`src/design/sro_pkg.sv`:
```
package sro_pkg;

   localparam int COORD_BITS = 32;
   localparam int SCALE_BITS = 11;
   localparam int SIZE_BITS  = 31;
   localparam int OUT_BITS   = 43;
   localparam int CSR_BITS   = (SIZE_BITS > SCALE_BITS) ? SIZE_BITS : SCALE_BITS;

   localparam int PROD_BITS  = COORD_BITS + SCALE_BITS;
   localparam int MULW_BITS  = SIZE_BITS + SCALE_BITS;
   localparam int HALF_BITS  = MULW_BITS - 1;
   localparam int SUM_BITS   = ((PROD_BITS > HALF_BITS + 1) ? PROD_BITS : HALF_BITS + 1) + 1;

   localparam int QUEUE_DEPTH = 4;
   localparam int QPTR_BITS   = $clog2(QUEUE_DEPTH);
   localparam int QCNT_BITS   = $clog2(QUEUE_DEPTH + 1);

   localparam int CSR_INDEX_BITS = 2;
   localparam logic [CSR_INDEX_BITS-1:0] CSR_SCALE_FACTOR    = 2'd0;
   localparam logic [CSR_INDEX_BITS-1:0] CSR_APERTURE_WIDTH  = 2'd1;
   localparam logic [CSR_INDEX_BITS-1:0] CSR_APERTURE_HEIGHT = 2'd2;

   localparam int STEP_BITS = 3;
   localparam int DIR_BITS  = 3;
   localparam int MAX_STEPS = 6;
   localparam int NUM_DIRS  = 8;

   // Direction classes of a move.
   localparam logic [DIR_BITS-1:0] DIR_XP_YP = 3'd0;
   localparam logic [DIR_BITS-1:0] DIR_XP_YN = 3'd1;
   localparam logic [DIR_BITS-1:0] DIR_XP_Y0 = 3'd2;
   localparam logic [DIR_BITS-1:0] DIR_XN_YP = 3'd3;
   localparam logic [DIR_BITS-1:0] DIR_XN_YN = 3'd4;
   localparam logic [DIR_BITS-1:0] DIR_XN_Y0 = 3'd5;
   localparam logic [DIR_BITS-1:0] DIR_X0_YP = 3'd6;
   localparam logic [DIR_BITS-1:0] DIR_X0_YN = 3'd7;

   // Vertex codes: which end point, and the sign of the width and height offsets.
   localparam int CODE_END_BIT   = 0;
   localparam int CODE_WPLUS_BIT = 1;
   localparam int CODE_HPLUS_BIT = 2;

   localparam logic [2:0] V_S_MM = 3'd0;
   localparam logic [2:0] V_E_MM = 3'd1;
   localparam logic [2:0] V_S_PM = 3'd2;
   localparam logic [2:0] V_E_PM = 3'd3;
   localparam logic [2:0] V_S_MP = 3'd4;
   localparam logic [2:0] V_E_MP = 3'd5;
   localparam logic [2:0] V_S_PP = 3'd6;
   localparam logic [2:0] V_E_PP = 3'd7;

   localparam logic [2:0] ORDER_TAB [NUM_DIRS][MAX_STEPS] = '{
      '{V_S_MM, V_S_PM, V_E_PM, V_E_PP, V_E_MP, V_S_MP},
      '{V_S_MM, V_E_MM, V_E_PM, V_E_PP, V_S_PP, V_S_MP},
      '{V_S_MM, V_E_PM, V_E_PP, V_S_MP, V_S_MM, V_S_MM},
      '{V_E_MM, V_S_MM, V_S_PM, V_S_PP, V_E_PP, V_E_MP},
      '{V_E_MM, V_E_PM, V_S_PM, V_S_PP, V_S_MP, V_E_MP},
      '{V_E_MM, V_S_PM, V_S_PP, V_E_MP, V_S_MM, V_S_MM},
      '{V_S_MM, V_S_PM, V_E_PP, V_E_MP, V_S_MM, V_S_MM},
      '{V_E_MM, V_E_PM, V_S_PP, V_S_MP, V_S_MM, V_S_MM}
   };

   localparam logic [STEP_BITS-1:0] ORDER_LAST [NUM_DIRS] = '{
      3'd5, 3'd5, 3'd3, 3'd5, 3'd5, 3'd3, 3'd3, 3'd3
   };

   typedef struct packed {
      logic signed [PROD_BITS-1:0] sx;
      logic signed [PROD_BITS-1:0] sy;
      logic signed [PROD_BITS-1:0] ex;
      logic signed [PROD_BITS-1:0] ey;
      logic [HALF_BITS-1:0]        w2;
      logic [HALF_BITS-1:0]        h2;
      logic [DIR_BITS-1:0]         dir;
   } sro_seg_type;

   typedef struct packed {
      logic                 empty;
      logic [QCNT_BITS-1:0] level;
   } sro_qstat_type;

   localparam logic signed [SUM_BITS-1:0] SAT_HI =
      {{(SUM_BITS - OUT_BITS + 1){1'b0}}, {(OUT_BITS - 1){1'b1}}};
   localparam logic signed [SUM_BITS-1:0] SAT_LO = ~SAT_HI;

   function automatic logic signed [OUT_BITS-1:0] sro_sat(input logic signed [SUM_BITS-1:0] v);
      logic signed [SUM_BITS-1:0] r;
      r = v;
      if (v > SAT_HI) begin
         r = SAT_HI;
      end else if (v < SAT_LO) begin
         r = SAT_LO;
      end
      return r[OUT_BITS-1:0];
   endfunction

endpackage

```
`src/design/sro_back.sv`:
```
module sro_back (
   input  logic                                  clock,
   input  logic                                  reset,
   input  sro_pkg::sro_seg_type                  q_head,
   input  sro_pkg::sro_qstat_type                qstat,
   output logic                                  q_pop,
   output logic                                  rsp_empty,
   input  logic                                  rsp_pop,
   output logic signed [sro_pkg::OUT_BITS-1:0]   rsp_vertex_x,
   output logic signed [sro_pkg::OUT_BITS-1:0]   rsp_vertex_y,
   output logic                                  rsp_path_start,
   output logic                                  rsp_last_vertex
);

   logic                                  rsp_valid_ff;
   logic [sro_pkg::STEP_BITS-1:0]         step_ff;
   logic signed [sro_pkg::OUT_BITS-1:0]   vx_ff, vy_ff, vx_in, vy_in;
   logic                                  start_ff, last_ff;
   logic                                  advance, is_last;
   logic [2:0]                            code;
   logic signed [sro_pkg::PROD_BITS-1:0]  px, py;
   logic signed [sro_pkg::SUM_BITS-1:0]   sum_x, sum_y, w2_ext, h2_ext;

   assign advance = ~qstat.empty & (~rsp_valid_ff | rsp_pop);
   assign code    = sro_pkg::ORDER_TAB[q_head.dir][step_ff];
   assign is_last = (step_ff == sro_pkg::ORDER_LAST[q_head.dir]);
   assign q_pop   = advance & is_last;

   always_comb begin
      px     = code[sro_pkg::CODE_END_BIT] ? q_head.ex : q_head.sx;
      py     = code[sro_pkg::CODE_END_BIT] ? q_head.ey : q_head.sy;
      w2_ext = $signed(sro_pkg::SUM_BITS'(q_head.w2));
      h2_ext = $signed(sro_pkg::SUM_BITS'(q_head.h2));
      sum_x  = code[sro_pkg::CODE_WPLUS_BIT] ? sro_pkg::SUM_BITS'(px) + w2_ext
                                              : sro_pkg::SUM_BITS'(px) - w2_ext;
      sum_y  = code[sro_pkg::CODE_HPLUS_BIT] ? sro_pkg::SUM_BITS'(py) + h2_ext
                                              : sro_pkg::SUM_BITS'(py) - h2_ext;
      vx_in  = sro_pkg::sro_sat(sum_x);
      vy_in  = sro_pkg::sro_sat(sum_y);
   end

   always_ff @(posedge clock) begin
      if (reset) begin
         rsp_valid_ff <= 1'b0;
         step_ff      <= '0;
      end else begin
         if (advance) begin
            rsp_valid_ff <= 1'b1;
            step_ff      <= is_last ? '0 : step_ff + 1'b1;
         end else if (rsp_pop) begin
            rsp_valid_ff <= 1'b0;
         end
      end
   end

   always_ff @(posedge clock) begin
      if (advance) begin
         vx_ff    <= vx_in;
         vy_ff    <= vy_in;
         start_ff <= (step_ff == '0);
         last_ff  <= is_last;
      end
   end

   assign rsp_empty       = ~rsp_valid_ff;
   assign rsp_vertex_x    = vx_ff;
   assign rsp_vertex_y    = vy_ff;
   assign rsp_path_start  = start_ff;
   assign rsp_last_vertex = last_ff;

`ifndef ASSERT_OFF
   a_mid_outline_head_held: assert property (@(posedge clock) disable iff (reset)
      (step_ff != '0) |-> !qstat.empty)
      else $error("Queue head left in the middle of an outline.");

   a_step_in_range: assert property (@(posedge clock) disable iff (reset)
      !qstat.empty |-> (step_ff <= sro_pkg::ORDER_LAST[q_head.dir]))
      else $error("Vertex step runs past the end of the outline.");

   a_start_not_last: assert property (@(posedge clock) disable iff (reset)
      !(rsp_valid_ff && start_ff && last_ff))
      else $error("A vertex is flagged both as path start and as last.");

   a_pop_restarts: assert property (@(posedge clock) disable iff (reset)
      q_pop |=> (step_ff == '0))
      else $error("Step counter did not restart after an outline.");
`endif

endmodule

```
`config.mk`:
```
export PLATFORM = sky130hd
export DESIGN_NAME = sro_back
export DESIGN_NICKNAME = d
export VERILOG_FILES = /design/src/design/sro_pkg.sv /design/src/design/sro_back.sv
export SDC_FILE = /design/constraint.sdc
export NUM_CORES = 1
export LEC_CHECK = 0
export BUFFER_PORTS_ARGS = -buffer_cell sky130_fd_sc_hd__buf_2
export CORE_UTILIZATION = 43
export DETAILED_ROUTE_END_ITERATION = 10
export PLACE_DENSITY = 0.72
export SETUP_SLACK_MARGIN = 0.5
export SLEW_MARGIN = 20
export SYNTH_ARGS = -nofsm -noshare
export SYNTH_HDL_FRONTEND = slang
export SYNTH_SLANG_ARGS = --single-unit
```
`constraint.sdc`:
```
create_clock -name clock -period 5.15 [get_ports clock]
set_input_delay 0.2575 -clock clock [delete_from_list [all_inputs] [get_ports clock]]
set_output_delay 0.2575 -clock clock [all_outputs]
set_load 0.005 [all_outputs]
```
==> run metrics <==
status finished clean; post-route ant nets 0; Clock power frac 0.101; area grow syn2layout 48.7%; Fin. Hold Viols 0; Inserted Clock Buffers 9; Reg2Reg Setup Slack 0.44 ns; Worst EP arrival 4.80 ns; layout cells sized above 1 0.479; Power Internal ~4.3 mW; vias approximately 12000; hold crit path type in2reg; # nets final roughly 2200; Slew headroom 0.346; worst r2r src step_ff[0]$_SDFFE_PP0P_; Psw between 3 and 4 mW; die area roughly 0.027 mm^2; Max FO, Critical Path 24; maximum vdd drop ~0.00029 V; Placed Cells 2089; kind of critical path in2reg; CTS Sinks approximately 90; number of H-tree levels 3; largest net degree at the start of global routing just under 50; register area share after synthesis 0.240; WHS Path Cells 2; Yosys cell types 77; Post-synth EDFFs 88; fin util 0.650; drc violations 0; Finished Layout Cells roughly 2200; gr usage total 0.279; YS warnings 0; Worst setup SP type input pin; hold wc startpoint qstat[3]; Via-to-Cell Ratio around 5.7; switch share 0.417; Worst-path clk slew roughly 0.070 ns; Max Root-Sink Buffers 2; setup violators final 0; GPL Wtd Cong just over 0.9; Post-synth top flop edfxtp_1; Tot Pwr 7.36 mW; RSZ-0062 raised after global routing true; Mapped Cells between 1000 and 1500; CTS tree yes; PortBufs 350; Mapped Avg Cell Area 8.60 um^2; Worst-Skew Late Latency between 0.3 and 0.4 ns; #FFs+latches synth 92; starting density of the core 0.437; Hold WS between 0.08 and 0.09 ns; Max-cap violations 0; Req. time, crit path between 5 and 6 ns; Final Skew 0.00724 ns; hold-critical path endpoint rsp_valid_ff$_SDFFE_PP0P_; Routed WL 40500 um; Worst R2R End rsp_vertex_x[21]$_SDFFCE_PN1P_; first drt pass iteration count 5; Fillers roughly 2100; Setup crit end kind flip-flop; Pins Over Slew Limit 0; routed len/inst between 15 and 20 um; 1st-iter DRT viols ~730; Mapped Area 0.0114 mm^2; syn nets between 1500 and 2000; Root Driver clkbuf_16; logic gate share of total power 0.708; fmax ~210 MHz; pwr dens roughly 440 mW/mm^2; Seq pwr share 0.191; I/O pin cnt around 350; via count of the first global-routing pass around 12000; Async S/R FF share, synth 0; initial antenna violation count 3; # hold bufs at CTS 0; Leak Pwr approximately 7.3 nW; Worst Tran Pin Value slightly below 1 ns; die extent in y between 150 and 200 um; Die X approximately 160 um; grt total ovfl 0; core box area between 0.02 and 0.03 mm^2; # rows 59; post-DP HPWL around 30000 um; global-route wire length before repair about 59000 um; fin crit share 0.914; Tmin final approximately 4.7 ns; Reg2Reg Depth 20
## metal layers
metal,vias to the layer above,routed length (um),global-route usage
li1,5961,-,-
met1,5830,16000,0.319
met3,83,2010,0.0344
met5,-,13,0
met2,489,21100,0.527
met4,2,1330,0.0959
## layout by cell type (no fill, tap or decap), types with 18 or more instances in the layout
cell type,netlist,final
a21o_1,64,64
a21oi_1,151,114
a21oi_2,15,45
buf_2,12,349
buf_4,2,177
edfxtp_1,88,88
ha_1,93,48
ha_4,0,35
inv_1,49,40
mux2_2,85,69
nand2_1,82,77
nand3_1,19,18
nand4_1,21,21
nor2_1,64,59
nor3_1,25,18
o21ai_0,96,69
xnor2_1,95,92
xor2_1,60,59
## power groups by stage
stage | registers, mW | clock network, mW | logic [mW]
after global placement | 1.42 | 0 | 4.09
after global routing | 1.43 | 0.778 | 5.62
final | 1.41 | 0.741 | 5.21
after floorplan | 1.44 | 0 | 2.64
after detailed placement | 1.42 | 0 | 4.14
after CTS | 1.41 | 0.751 | 4.72
## cells by family after synthesis
kind of cell,after synthesis,share of synthesized area
compound gates,460,0.256
simple gates,314,0.143
xor+xnor,158,0.124
buf+inv,109,0.0402
fa+ha+maj,100,0.110
flops,92,0.240
mux,88,0.0869
## worst max-delay path, cell delays in order
cell and delay (ns):
buf_2 0.11, or4_4 0.52, or4_4 0.51, buf_6 0.15
nor4b_4 0.36, buf_4 0.21, buf_6 0.10, a21oi_4 0.05
xor2_2 0.17, ha_4 0.27, a21oi_4 0.16, o21ai_2 0.08
a21o_1 0.16, a211o_1 0.32, a211oi_2 0.25, o21ai_2 0.11
a31oi_1 0.16, o211ai_1 0.18, buf_4 0.19, nand3_2 0.13
buf_12 0.21, o21ai_0 0.12
## synth_stat cells (7+ instances only)
cell	count	area share
nand4_1	21	0.012
nand2_1	82	0.027
or3_1	13	0.0072
mux2_2	85	0.084
a21o_1	64	0.042
o21a_1	13	0.0086
a211oi_1	9	0.0059
o21bai_1	16	0.011
o31ai_1	22	0.015
clkbuf_1	40	0.013
a21oi_1	151	0.067
a31oi_1	16	0.0088
nor3_1	25	0.011
and3_1	17	0.0094
o21ai_0	96	0.042
nor2b_1	12	0.0066
buf_2	12	0.0053
o41ai_1	7	0.0054
or4_1	8	0.0053
and2_1	12	0.0066
nor2_1	64	0.021
a21oi_2	15	0.012
xnor2_1	95	0.073
ha_1	93	0.10
inv_1	49	0.016
xor2_1	60	0.046
nand2b_1	10	0.0055
nand3_1	19	0.0084
edfxtp_1	88	0.23
## how the worst max path moves through the flow
stage	from	end	slack, ns	depth (start not counted)
floorplan	q_head[2]	rsp_vertex_x[37]$_SDFFCE_PN1P_	0.46	22
global placement	q_head[51]	rsp_vertex_x[8]$_SDFFCE_PN1P_	-0.08	19
detailed placement	q_head[51]	rsp_vertex_x[41]$_SDFFCE_PN1P_	-0.14	19
CTS	step_ff[0]$_SDFFE_PP0P_	rsp_vertex_x[26]$_SDFFCE_PN1P_	0.44	22
global route	q_head[45]	rsp_vertex_x[25]$_SDFFCE_PN1P_	0.25	18
finish	q_head[50]	rsp_vertex_x[21]$_SDFFCE_PN1P_	0.44	22
## sequential cells by signal, indices dropped and copies added, names as in the netlist
| signal | count |
|---|---|
| rsp_path_start | 1 |
| rsp_vertex_x | 43 |
| step_ff | 3 |
| rsp_last_vertex | 1 |
| rsp_vertex_y | 43 |
| rsp_valid_ff | 1 |
## final cells by class
| cell class | count | area [um^2] | share of cell area |
|---|---|---|---|
| antenna | 3 | 7.51 | 0.000444 |
| tap | 335 | 419 | 0.0248 |
| clock buffer | 10 | 229 | 0.0136 |
| inverter | 49 | 186 | 0.0110 |
| sequential | 92 | 2730 | 0.162 |
| clock inverter | 6 | 87.6 | 0.00518 |
| timing repair buffer | 566 | 3780 | 0.224 |
| multi-input combinational | 1120 | 9450 | 0.560 |
## through the flow
step | setup slack [ns] | instance area, um^2 | setup TNS [ns]
after global routing | 0.249 | 16900 | 0
after global placement | -0.0822 | 14600 | -0.763
after floorplan | 0.457 | 11700 | 0
after detailed placement | -0.144 | 14600 | -2.84
final | 0.441 | 16900 | 0
after CTS | 0.442 | 16000 | 0
## timing repair
item,CTS,global route
gates cloned,9,2
pin swaps,56,77
gates resized for setup,121,149
endpoints found under the setup margin,85,85
setup buffers,34,28
Power figures use the tool's default switching activity.
