$ cat config.mk
export PLATFORM = sky130hd
export DESIGN_NAME = sro_queue
export DESIGN_NICKNAME = d
export VERILOG_FILES = /design/src/design/sro_pkg.sv /design/src/design/sro_queue.sv
export SDC_FILE = /design/constraint.sdc
export NUM_CORES = 1
export LEC_CHECK = 0
export ABC_CLOCK_PERIOD_IN_PS = 9260
export BUFFER_PORTS_ARGS = -buffer_cell sky130_fd_sc_hd__buf_4
export CAP_MARGIN = 20
export CORE_MARGIN = 4
export CORE_UTILIZATION = 30
export CTS_BUF_LIST = sky130_fd_sc_hd__clkbuf_8
export CTS_CLUSTER_SIZE = 30
export DETAILED_ROUTE_END_ITERATION = 10
export HOLD_SLACK_MARGIN = 0.1
export PLACE_DENSITY_LB_ADDON = 0.2
export SLEW_MARGIN = 20
export SYNTH_ARGS = -nofsm -noshare
export SYNTH_HDL_FRONTEND = slang
export SYNTH_SLANG_ARGS = --single-unit
$ cat constraint.sdc
create_clock -name clock -period 9.26 [get_ports clock]
set_clock_uncertainty 0.2 [all_clocks]
set_input_delay 0.463 -clock clock [delete_from_list [all_inputs] [get_ports clock]]
set_output_delay 0.463 -clock clock [all_outputs]
set_load 0.02 [all_outputs]
$ cat src/design/sro_pkg.sv
package sro_pkg;

   localparam int COORD_BITS = 32;
   localparam int SCALE_BITS = 11;
   localparam int SIZE_BITS  = 31;
   localparam int OUT_BITS   = 43;
   localparam int CSR_BITS   = (SIZE_BITS > SCALE_BITS) ? SIZE_BITS : SCALE_BITS;

   localparam int PROD_BITS  = COORD_BITS + SCALE_BITS;
   localparam int MULW_BITS  = SIZE_BITS + SCALE_BITS;
   localparam int HALF_BITS  = MULW_BITS - 1;
   localparam int SUM_BITS   = ((PROD_BITS > HALF_BITS + 1) ? PROD_BITS : HALF_BITS + 1) + 1;

   localparam int QUEUE_DEPTH = 4;
   localparam int QPTR_BITS   = $clog2(QUEUE_DEPTH);
   localparam int QCNT_BITS   = $clog2(QUEUE_DEPTH + 1);

   localparam int CSR_INDEX_BITS = 2;
   localparam logic [CSR_INDEX_BITS-1:0] CSR_SCALE_FACTOR    = 2'd0;
   localparam logic [CSR_INDEX_BITS-1:0] CSR_APERTURE_WIDTH  = 2'd1;
   localparam logic [CSR_INDEX_BITS-1:0] CSR_APERTURE_HEIGHT = 2'd2;

   localparam int STEP_BITS = 3;
   localparam int DIR_BITS  = 3;
   localparam int MAX_STEPS = 6;
   localparam int NUM_DIRS  = 8;

   // Direction classes of a move.
   localparam logic [DIR_BITS-1:0] DIR_XP_YP = 3'd0;
   localparam logic [DIR_BITS-1:0] DIR_XP_YN = 3'd1;
   localparam logic [DIR_BITS-1:0] DIR_XP_Y0 = 3'd2;
   localparam logic [DIR_BITS-1:0] DIR_XN_YP = 3'd3;
   localparam logic [DIR_BITS-1:0] DIR_XN_YN = 3'd4;
   localparam logic [DIR_BITS-1:0] DIR_XN_Y0 = 3'd5;
   localparam logic [DIR_BITS-1:0] DIR_X0_YP = 3'd6;
   localparam logic [DIR_BITS-1:0] DIR_X0_YN = 3'd7;

   // Vertex codes: which end point, and the sign of the width and height offsets.
   localparam int CODE_END_BIT   = 0;
   localparam int CODE_WPLUS_BIT = 1;
   localparam int CODE_HPLUS_BIT = 2;

   localparam logic [2:0] V_S_MM = 3'd0;
   localparam logic [2:0] V_E_MM = 3'd1;
   localparam logic [2:0] V_S_PM = 3'd2;
   localparam logic [2:0] V_E_PM = 3'd3;
   localparam logic [2:0] V_S_MP = 3'd4;
   localparam logic [2:0] V_E_MP = 3'd5;
   localparam logic [2:0] V_S_PP = 3'd6;
   localparam logic [2:0] V_E_PP = 3'd7;

   localparam logic [2:0] ORDER_TAB [NUM_DIRS][MAX_STEPS] = '{
      '{V_S_MM, V_S_PM, V_E_PM, V_E_PP, V_E_MP, V_S_MP},
      '{V_S_MM, V_E_MM, V_E_PM, V_E_PP, V_S_PP, V_S_MP},
      '{V_S_MM, V_E_PM, V_E_PP, V_S_MP, V_S_MM, V_S_MM},
      '{V_E_MM, V_S_MM, V_S_PM, V_S_PP, V_E_PP, V_E_MP},
      '{V_E_MM, V_E_PM, V_S_PM, V_S_PP, V_S_MP, V_E_MP},
      '{V_E_MM, V_S_PM, V_S_PP, V_E_MP, V_S_MM, V_S_MM},
      '{V_S_MM, V_S_PM, V_E_PP, V_E_MP, V_S_MM, V_S_MM},
      '{V_E_MM, V_E_PM, V_S_PP, V_S_MP, V_S_MM, V_S_MM}
   };

   localparam logic [STEP_BITS-1:0] ORDER_LAST [NUM_DIRS] = '{
      3'd5, 3'd5, 3'd3, 3'd5, 3'd5, 3'd3, 3'd3, 3'd3
   };

   typedef struct packed {
      logic signed [PROD_BITS-1:0] sx;
      logic signed [PROD_BITS-1:0] sy;
      logic signed [PROD_BITS-1:0] ex;
      logic signed [PROD_BITS-1:0] ey;
      logic [HALF_BITS-1:0]        w2;
      logic [HALF_BITS-1:0]        h2;
      logic [DIR_BITS-1:0]         dir;
   } sro_seg_type;

   typedef struct packed {
      logic                 empty;
      logic [QCNT_BITS-1:0] level;
   } sro_qstat_type;

   localparam logic signed [SUM_BITS-1:0] SAT_HI =
      {{(SUM_BITS - OUT_BITS + 1){1'b0}}, {(OUT_BITS - 1){1'b1}}};
   localparam logic signed [SUM_BITS-1:0] SAT_LO = ~SAT_HI;

   function automatic logic signed [OUT_BITS-1:0] sro_sat(input logic signed [SUM_BITS-1:0] v);
      logic signed [SUM_BITS-1:0] r;
      r = v;
      if (v > SAT_HI) begin
         r = SAT_HI;
      end else if (v < SAT_LO) begin
         r = SAT_LO;
      end
      return r[OUT_BITS-1:0];
   endfunction

endpackage

$ cat src/design/sro_queue.sv
module sro_queue (
   input  logic                   clock,
   input  logic                   reset,
   input  logic                   q_push,
   input  sro_pkg::sro_seg_type   q_entry,
   input  logic                   q_pop,
   output sro_pkg::sro_seg_type   q_head,
   output sro_pkg::sro_qstat_type qstat
);

   sro_pkg::sro_seg_type                mem_ff [sro_pkg::QUEUE_DEPTH];
   logic [sro_pkg::QPTR_BITS-1:0]       wr_ptr_ff, rd_ptr_ff;
   logic [sro_pkg::QCNT_BITS-1:0]       level_ff, level_in;

   always_comb begin
      level_in = level_ff;
      if (q_push && !q_pop) begin
         level_in = level_ff + 1'b1;
      end else if (q_pop && !q_push) begin
         level_in = level_ff - 1'b1;
      end
   end

   always_ff @(posedge clock) begin
      if (reset) begin
         wr_ptr_ff <= '0;
         rd_ptr_ff <= '0;
         level_ff  <= '0;
      end else begin
         level_ff <= level_in;
         if (q_push) begin
            wr_ptr_ff <= wr_ptr_ff + 1'b1;
         end
         if (q_pop) begin
            rd_ptr_ff <= rd_ptr_ff + 1'b1;
         end
      end
   end

   always_ff @(posedge clock) begin
      if (q_push) begin
         mem_ff[wr_ptr_ff] <= q_entry;
      end
   end

   assign q_head      = mem_ff[rd_ptr_ff];
   assign qstat.empty = (level_ff == '0);
   assign qstat.level = level_ff;

endmodule

==> results of run 1 <==
[cell type report]
class	count	area, um2
tap	1637	2050
fill	11100	73300
sequential	1037	31100
clock buffer	171	2350
inverter	4	15.0
antenna	10	25.0
multi-input combinational	286	6020
clock inverter	120	577
timing repair buffer	1007	8860
[sequential cells by signal (all words and copies together), names as in the netlist, named ones only]
register and flops:
level_ff 3, mem_ff 1028, rd_ptr_ff 2, wr_ptr_ff 2
[Yosys cell counts]
cell / number / area share (%)
ha_1: 5 / 0.17
a21oi_1: 1 / 0.013
buf_4: 2 / 0.040
xnor2_1: 2 / 0.046
nor3_1: 1 / 0.013
edfxtp_1: 1028 / 82
or3_1: 1 / 0.017
fa_1: 1 / 0.053
o21ai_0: 1 / 0.013
xor2_1: 3 / 0.070
buf_12: 22 / 1.2
buf_2: 25 / 0.33
dfxtp_1: 9 / 0.48
clkbuf_1: 5 / 0.050
mux2i_1: 2 / 0.053
mux4_2: 257 / 15
nand2_1: 1 / 0.0099
buf_6: 5 / 0.15
inv_1: 4 / 0.040
nor2_1: 7 / 0.070
and2_1: 4 / 0.066
[kinds of logic after synthesis]
kind of cell | synth area share (%)
buffers and inverters | 1.78
muxes | 15.4
and+or+nand+nor | 0.176
xor gates and xnor gates | 0.116
DFF | 82.3
adders and majority gates | 0.219
AOI/OAI and AO/OA | 0.0265
[routing by layer]
| layer | vias up | GRT usage, % |
|---|---|---|
| met1 | 9995 | 16.6 |
| met5 | - | 0 |
| met2 | 613 | 22.3 |
| met4 | 12 | 4.51 |
| li1 | 8331 | - |
| met3 | 165 | 5.35 |
[worst paths after layout]
path | slack (ps) | depth (start not counted) | endpoint | start
setup / recovery | 4750 | 4 | q_head[161] | flop
setup reg to reg | 5660 | 5 | mem_ff[2][80] | wr_ptr_ff[0]
hold reg to reg | 330 | 2 | rd_ptr_ff[1] | rd_ptr_ff[1]
hold / removal | 220 | 2 | mem_ff[2][224] | q_entry[224]
[worst max-delay path: stages (launching register included)]
cell     delay [ps]
dfxtp_4         940
buf_4           530
buf_4           780
mux4_2          470
buf_4           190
[repair_timing]
action / in CTS / in global routing
hold buffers: 468 / 0
endpoints found under the setup margin: 0 / 0
buffers inserted: 0 / 0
endpoints found under the hold margin: 1093 / 0
[power breakdown]
part           total [mW]  internal [mW]  switching (mW)
Sequential           5.46           5.40          0.0592
Combinational        1.44          0.689           0.755
Clock                3.50           1.74            1.76
==> results.json, run 1 <==
{
  "total_power_mw": 10.4,
  "insertion_delay_ps": 820,
  "whs_ps": 223,
  "initial_core_util_pct": 30.4,
  "placed_area_um2": 43300,
  "netlist_area_um2": 37700,
  "worstPathRequired_ps": 8600,
  "cts_root_buf": "clkbuf_8",
  "power.density_nw_per_um2": 204,
  "routed_wl_um": 90000,
  "place.gp.congestion": 0.714,
  "path_max_fanout": 56,
  "overflow": 0,
  "final_cell_mix": "edfxtp_1, buf_4, dlygate4sd3_1",
  "clkTransAtPathRegs_ps": 60,
  "finalHoldViolations": 0,
  "final_util_pct": 41.0,
  "setup_viol": 0,
  "timing.final.ws_setup_ps": 4750,
  "ant_nets": 0,
  "dieArea_um2": 132000,
  "synth_fp_nets": 1653,
  "final_cell_area_um2": 51000,
  "die_height_um": 363,
  "fmax_mhz": 222,
  "clockBufferDepth": 3,
  "slew_headroom_pct": 31.1,
  "syn_avg_cell_area_um2": 27.2,
  "drt_pass1_iterations": 5,
  "max_cap_viol_count": 0,
  "maxSlewViolCount": 0,
  "synth.distinct_cells": 21,
  "fin_crit_ps": 4510,
  "cts_buffers": 171,
  "pre_cts_slack_ps": 5290,
  "wl_met1_um": 36300,
  "area_growth_pct": 35.0,
  "crit_arrival_ps": 3850,
  "grt_usage_pct": 13.6,
  "hold_class": "in2reg",
  "final_cells": 4272,
  "highest_layer": "met5",
  "drtIter0Drc": 1262,
  "outcome": "finished clean",
  "numPortBuffers": 521,
  "crit_path_end_kind": "primary output",
  "post_cts_resized": 0,
  "rows": 129,
  "rsz0062_at_grt": "no",
  "vias_per_cell": 4.47,
  "dr_wl_met3_um": 7750,
  "die-width_um": 363,
  "nNetsFinal": 2774,
  "dp.final_hpwl_um": 51000,
  "grt_max_degree": 122,
  "yosys_register_bits": 1037,
  "ios": 522,
  "antenna_found_initial": 13,
  "layout_commonest_cell": "edfxtp_1",
  "cts_sinks": 1037,
  "htree_levels": 4,
  "tightest_slew_ps": 1030,
  "grt_pass1_vias": 21600,
  "drc": 0,
  "crit_type": "reg2out",
  "yosysWarnings": 0,
  "grt_pass1_wl_um": 134000,
  "peakVddDrop_mv": 0.165,
  "ys_seq_area_share_pct": 82.3,
  "leakagePower_nw": 17.3,
  "start_kind": "flop",
  "synthCells": 1386,
  "tns_ps": 0,
  "vias": 19100,
  "post-route-period-util_pct": 48.7,
  "drive_gt1_share_pct": 38.1,
  "avgRoutedWirePerCell_um": 21.1,
  "cts_tree": "built",
  "wl_met2_um": 43700,
  "fp.coreArea_um2": 124000,
  "dp_cells": 3502
}
No activity file was read; power rests on OpenSTA's default activity.
==> inputs of run 2 (changes only) <==
--- a/config.mk
+++ b/config.mk
@@ -5,7 +5,8 @@
 export SDC_FILE = /design/constraint.sdc
 export NUM_CORES = 1
 export LEC_CHECK = 0
-export ABC_CLOCK_PERIOD_IN_PS = 9260
+export ABC_AREA = 1
+export ABC_CLOCK_PERIOD_IN_PS = 4100
 export BUFFER_PORTS_ARGS = -buffer_cell sky130_fd_sc_hd__buf_4
 export CAP_MARGIN = 20
 export CORE_MARGIN = 4
==> constraint.sdc (replaced) <==
create_clock -name clock -period 4.1 [get_ports clock]
set_clock_uncertainty 0.2 [all_clocks]
set_input_delay 0.205 -clock clock [delete_from_list [all_inputs] [get_ports clock]]
set_output_delay 0.205 -clock clock [all_outputs]
set_load 0.02 [all_outputs]
==> run 2 against run 1 <==
Non-clock buffer count is 84 higher. Clock-buffer cell count is 8 higher. First-iteration DRC count is 5.8% lower. Global-route usage is 1.5 points higher. Flip-flop and latch count stayed put. Via count is 32% higher. Clock power is 140% higher. Largest cell class unchanged.
==> results.json, run 2 <==
{
  "final_cell_mix": "edfxtp_1, buf_4, dlygate4sd3_1",
  "grt_pass1_wl_um": 154000,
  "post-route-period-util_pct": 85.8,
  "netlist_area_um2": 38300,
  "tightest_slew_ps": 1100,
  "synth_commonest_cells": "edfxtp_1, nor2_1, o21ai_0",
  "vias": 25200,
  "cts_root_buf": "clkbuf_8",
  "hold_start": "rd_ptr_ff[1]",
  "antenna_found_initial": 21,
  "ys_seq_area_share_pct": 81.1,
  "cts_buffers": 177,
  "yosys_register_bits": 1037,
  "cts_sinks": 1037,
  "fin_crit_ps": 3520,
  "fmax_mhz": 284,
  "grt_use_met3_pct": 5.42,
  "fp.coreArea_um2": 126000,
  "numPortBuffers": 521,
  "top_register": "mem_ff",
  "die_height_um": 365,
  "fill_cells": 11800,
  "dieArea_um2": 133000,
  "reg2reg_to": "mem_ff[1][124]",
  "yosysWarnings": 0,
  "yosysMostFrequentCell": "edfxtp_1",
  "outcome": "finished clean",
  "rsz0062_at_grt": "no",
  "ff2ff_setup_slack_ps": 1790,
  "clkTransAtPathRegs_ps": 60,
  "die-width_um": 365,
  "whs_ps": 239,
  "leakagePower_nw": 18.5,
  "rows": 130,
  "clockBufferDepth": 3,
  "overflow": 0,
  "largest_reg_flops": 1028,
  "synth_area_leaders": "edfxtp_1, nor2_1, o22ai_1",
  "max_cap_viol_count": 0,
  "maxSlewViolCount": 0,
  "grt_pass1_vias": 25600,
  "place.gp.congestion": 0.731,
  "dp.final_hpwl_um": 57500,
  "final_cells": 5443,
  "grt_max_degree": 200,
  "whs_path_depth": 1,
  "path_max_fanout": 199,
  "post_cts_resized": 0,
  "crit_type": "reg2out",
  "crit_arrival_ps": 3110,
  "avgRoutedWirePerCell_um": 19.1,
  "crit_path_end_kind": "primary output",
  "dp_cells": 4592,
  "ant_nets": 0,
  "synth.distinct_cells": 23,
  "start_kind": "flop",
  "drc": 0,
  "slew_headroom_pct": 26.5,
  "yosysTopAreaCell": "edfxtp_1",
  "syn_avg_cell_area_um2": 15.1,
  "hold_class": "reg2reg",
  "synthCells": 2541,
  "synth_top_area_share_pct": 80.6,
  "ios": 522,
  "peakVddDrop_mv": 0.295,
  "area_growth_pct": 37.3,
  "routed_wl_um": 104000,
  "worstPathRequired_ps": 3690,
  "setup_viol": 0,
  "synthFlopType": "edfxtp_1",
  "async_flop_share_pct": 0,
  "synth_fp_nets": 2808,
  "top_usage_layer": "met2",
  "insertion_delay_ps": 860,
  "cts_tree": "built",
  "drtIter0Drc": 1189,
  "vias_per_cell": 4.62,
  "grt_use_met1_pct": 18.0,
  "nNetsFinal": 3909,
  "finalHoldViolations": 0,
  "grt.met2_usage_pct": 25.7,
  "drt_pass1_iterations": 5,
  "power.density_nw_per_um2": 451,
  "r2r_start": "wr_ptr_ff[1]",
  "grt_usage_pct": 15.2,
  "synth_edf_count": 1028,
  "postCtsHoldBufs": 521,
  "rr_worst_depth": 5,
  "reg.largest.list": "mem_ff: 1028 flops, level_ff: 3 flops",
  "layout_commonest_cell": "edfxtp_1",
  "htree_levels": 4,
  "drive_gt1_share_pct": 21.0,
  "post-cts-setup-buffers": 0,
  "initial_core_util_pct": 30.3
}
run 2: changes by cell type after synthesis, moves of 11 or more:
cell,before,now
nor2_1,7,520
o22ai_1,0,257
o21ai_0,1,303
buf_4,2,13
mux4_2,257,0
buf_12,22,0
inv_1,4,15
clkbuf_1,5,39
buf_2,25,98
o21ai_1,0,216
clkbuf_2,0,11
run 2: cell families after synthesis:
kind of cell	Yosys count	synth area share, %
AO/OA/AOI/OAI	779	11.0
AND/OR/NAND/NOR	532	5.23
XOR/XNOR	1	0.0229
flip-flops	1037	81.1
buffers and inverters	186	2.44
adder cells (fa/ha/maj)	6	0.216
run 2: report_power, final:
part           total [mW]  internal (mW)  switching, mW
clock network        8.30           4.19           4.11
logic                3.18           1.28           1.90
registers            12.2           12.1         0.0974
run 2: worst max path at each step:
stage                 startpoint  cells after the start            to
floorplan           wr_ptr_ff[0]                      4  mem_ff[0][0]
global placement            flop                      5   q_head[106]
detailed placement          flop                      5    q_head[38]
CTS                         flop                      5    q_head[38]
global route                flop                      5    q_head[40]
finish                      flop                      5    q_head[38]
run 2: area by class of cell:
type	instances	area [um2]	share of cell area [%]
Timing Repair Buffer	1091	9830	18.7
Antenna cell	20	50.0	0.0952
Tap cell	1650	2060	3.93
Clock inverter	131	657	1.25
Sequential cell	1037	31100	59.1
Clock buffer	179	2460	4.69
Multi-Input combinational cell	1318	6330	12.0
Inverter	17	113	0.214
run 2: per-layer routing:
layer	vias up	part of all wire [%]
li1	11900	-
met1	12400	41
met2	628	49
met3	170	7.4
met4	6	2.4
met5	-	0.032
run 2: metrics by stage:
| stage | power, mW | setup WS (ps) | area, um2 | setup TNS [ps] | util, % |
|---|---|---|---|---|---|
| floorplan | 13.9 | -942 | 38300 | -958300 | - |
| global placement | 15.3 | 1500 | 44200 | 0 | 35.0 |
| detailed placement | 15.3 | 1500 | 44200 | 0 | 35.0 |
| CTS | 24.1 | 486 | 52500 | 0 | 41.6 |
| global route | 24.9 | 292 | 52600 | 0 | 41.6 |
| finish | 23.7 | 582 | 52600 | 0 | 41.6 |
run 2: critical path, stage by stage, from the launching register on:
cell and delay [ps]:
dfxtp_4 610, clkinv_16 450, buf_4 510, o21ai_0 220, o22ai_1 100, buf_4 170
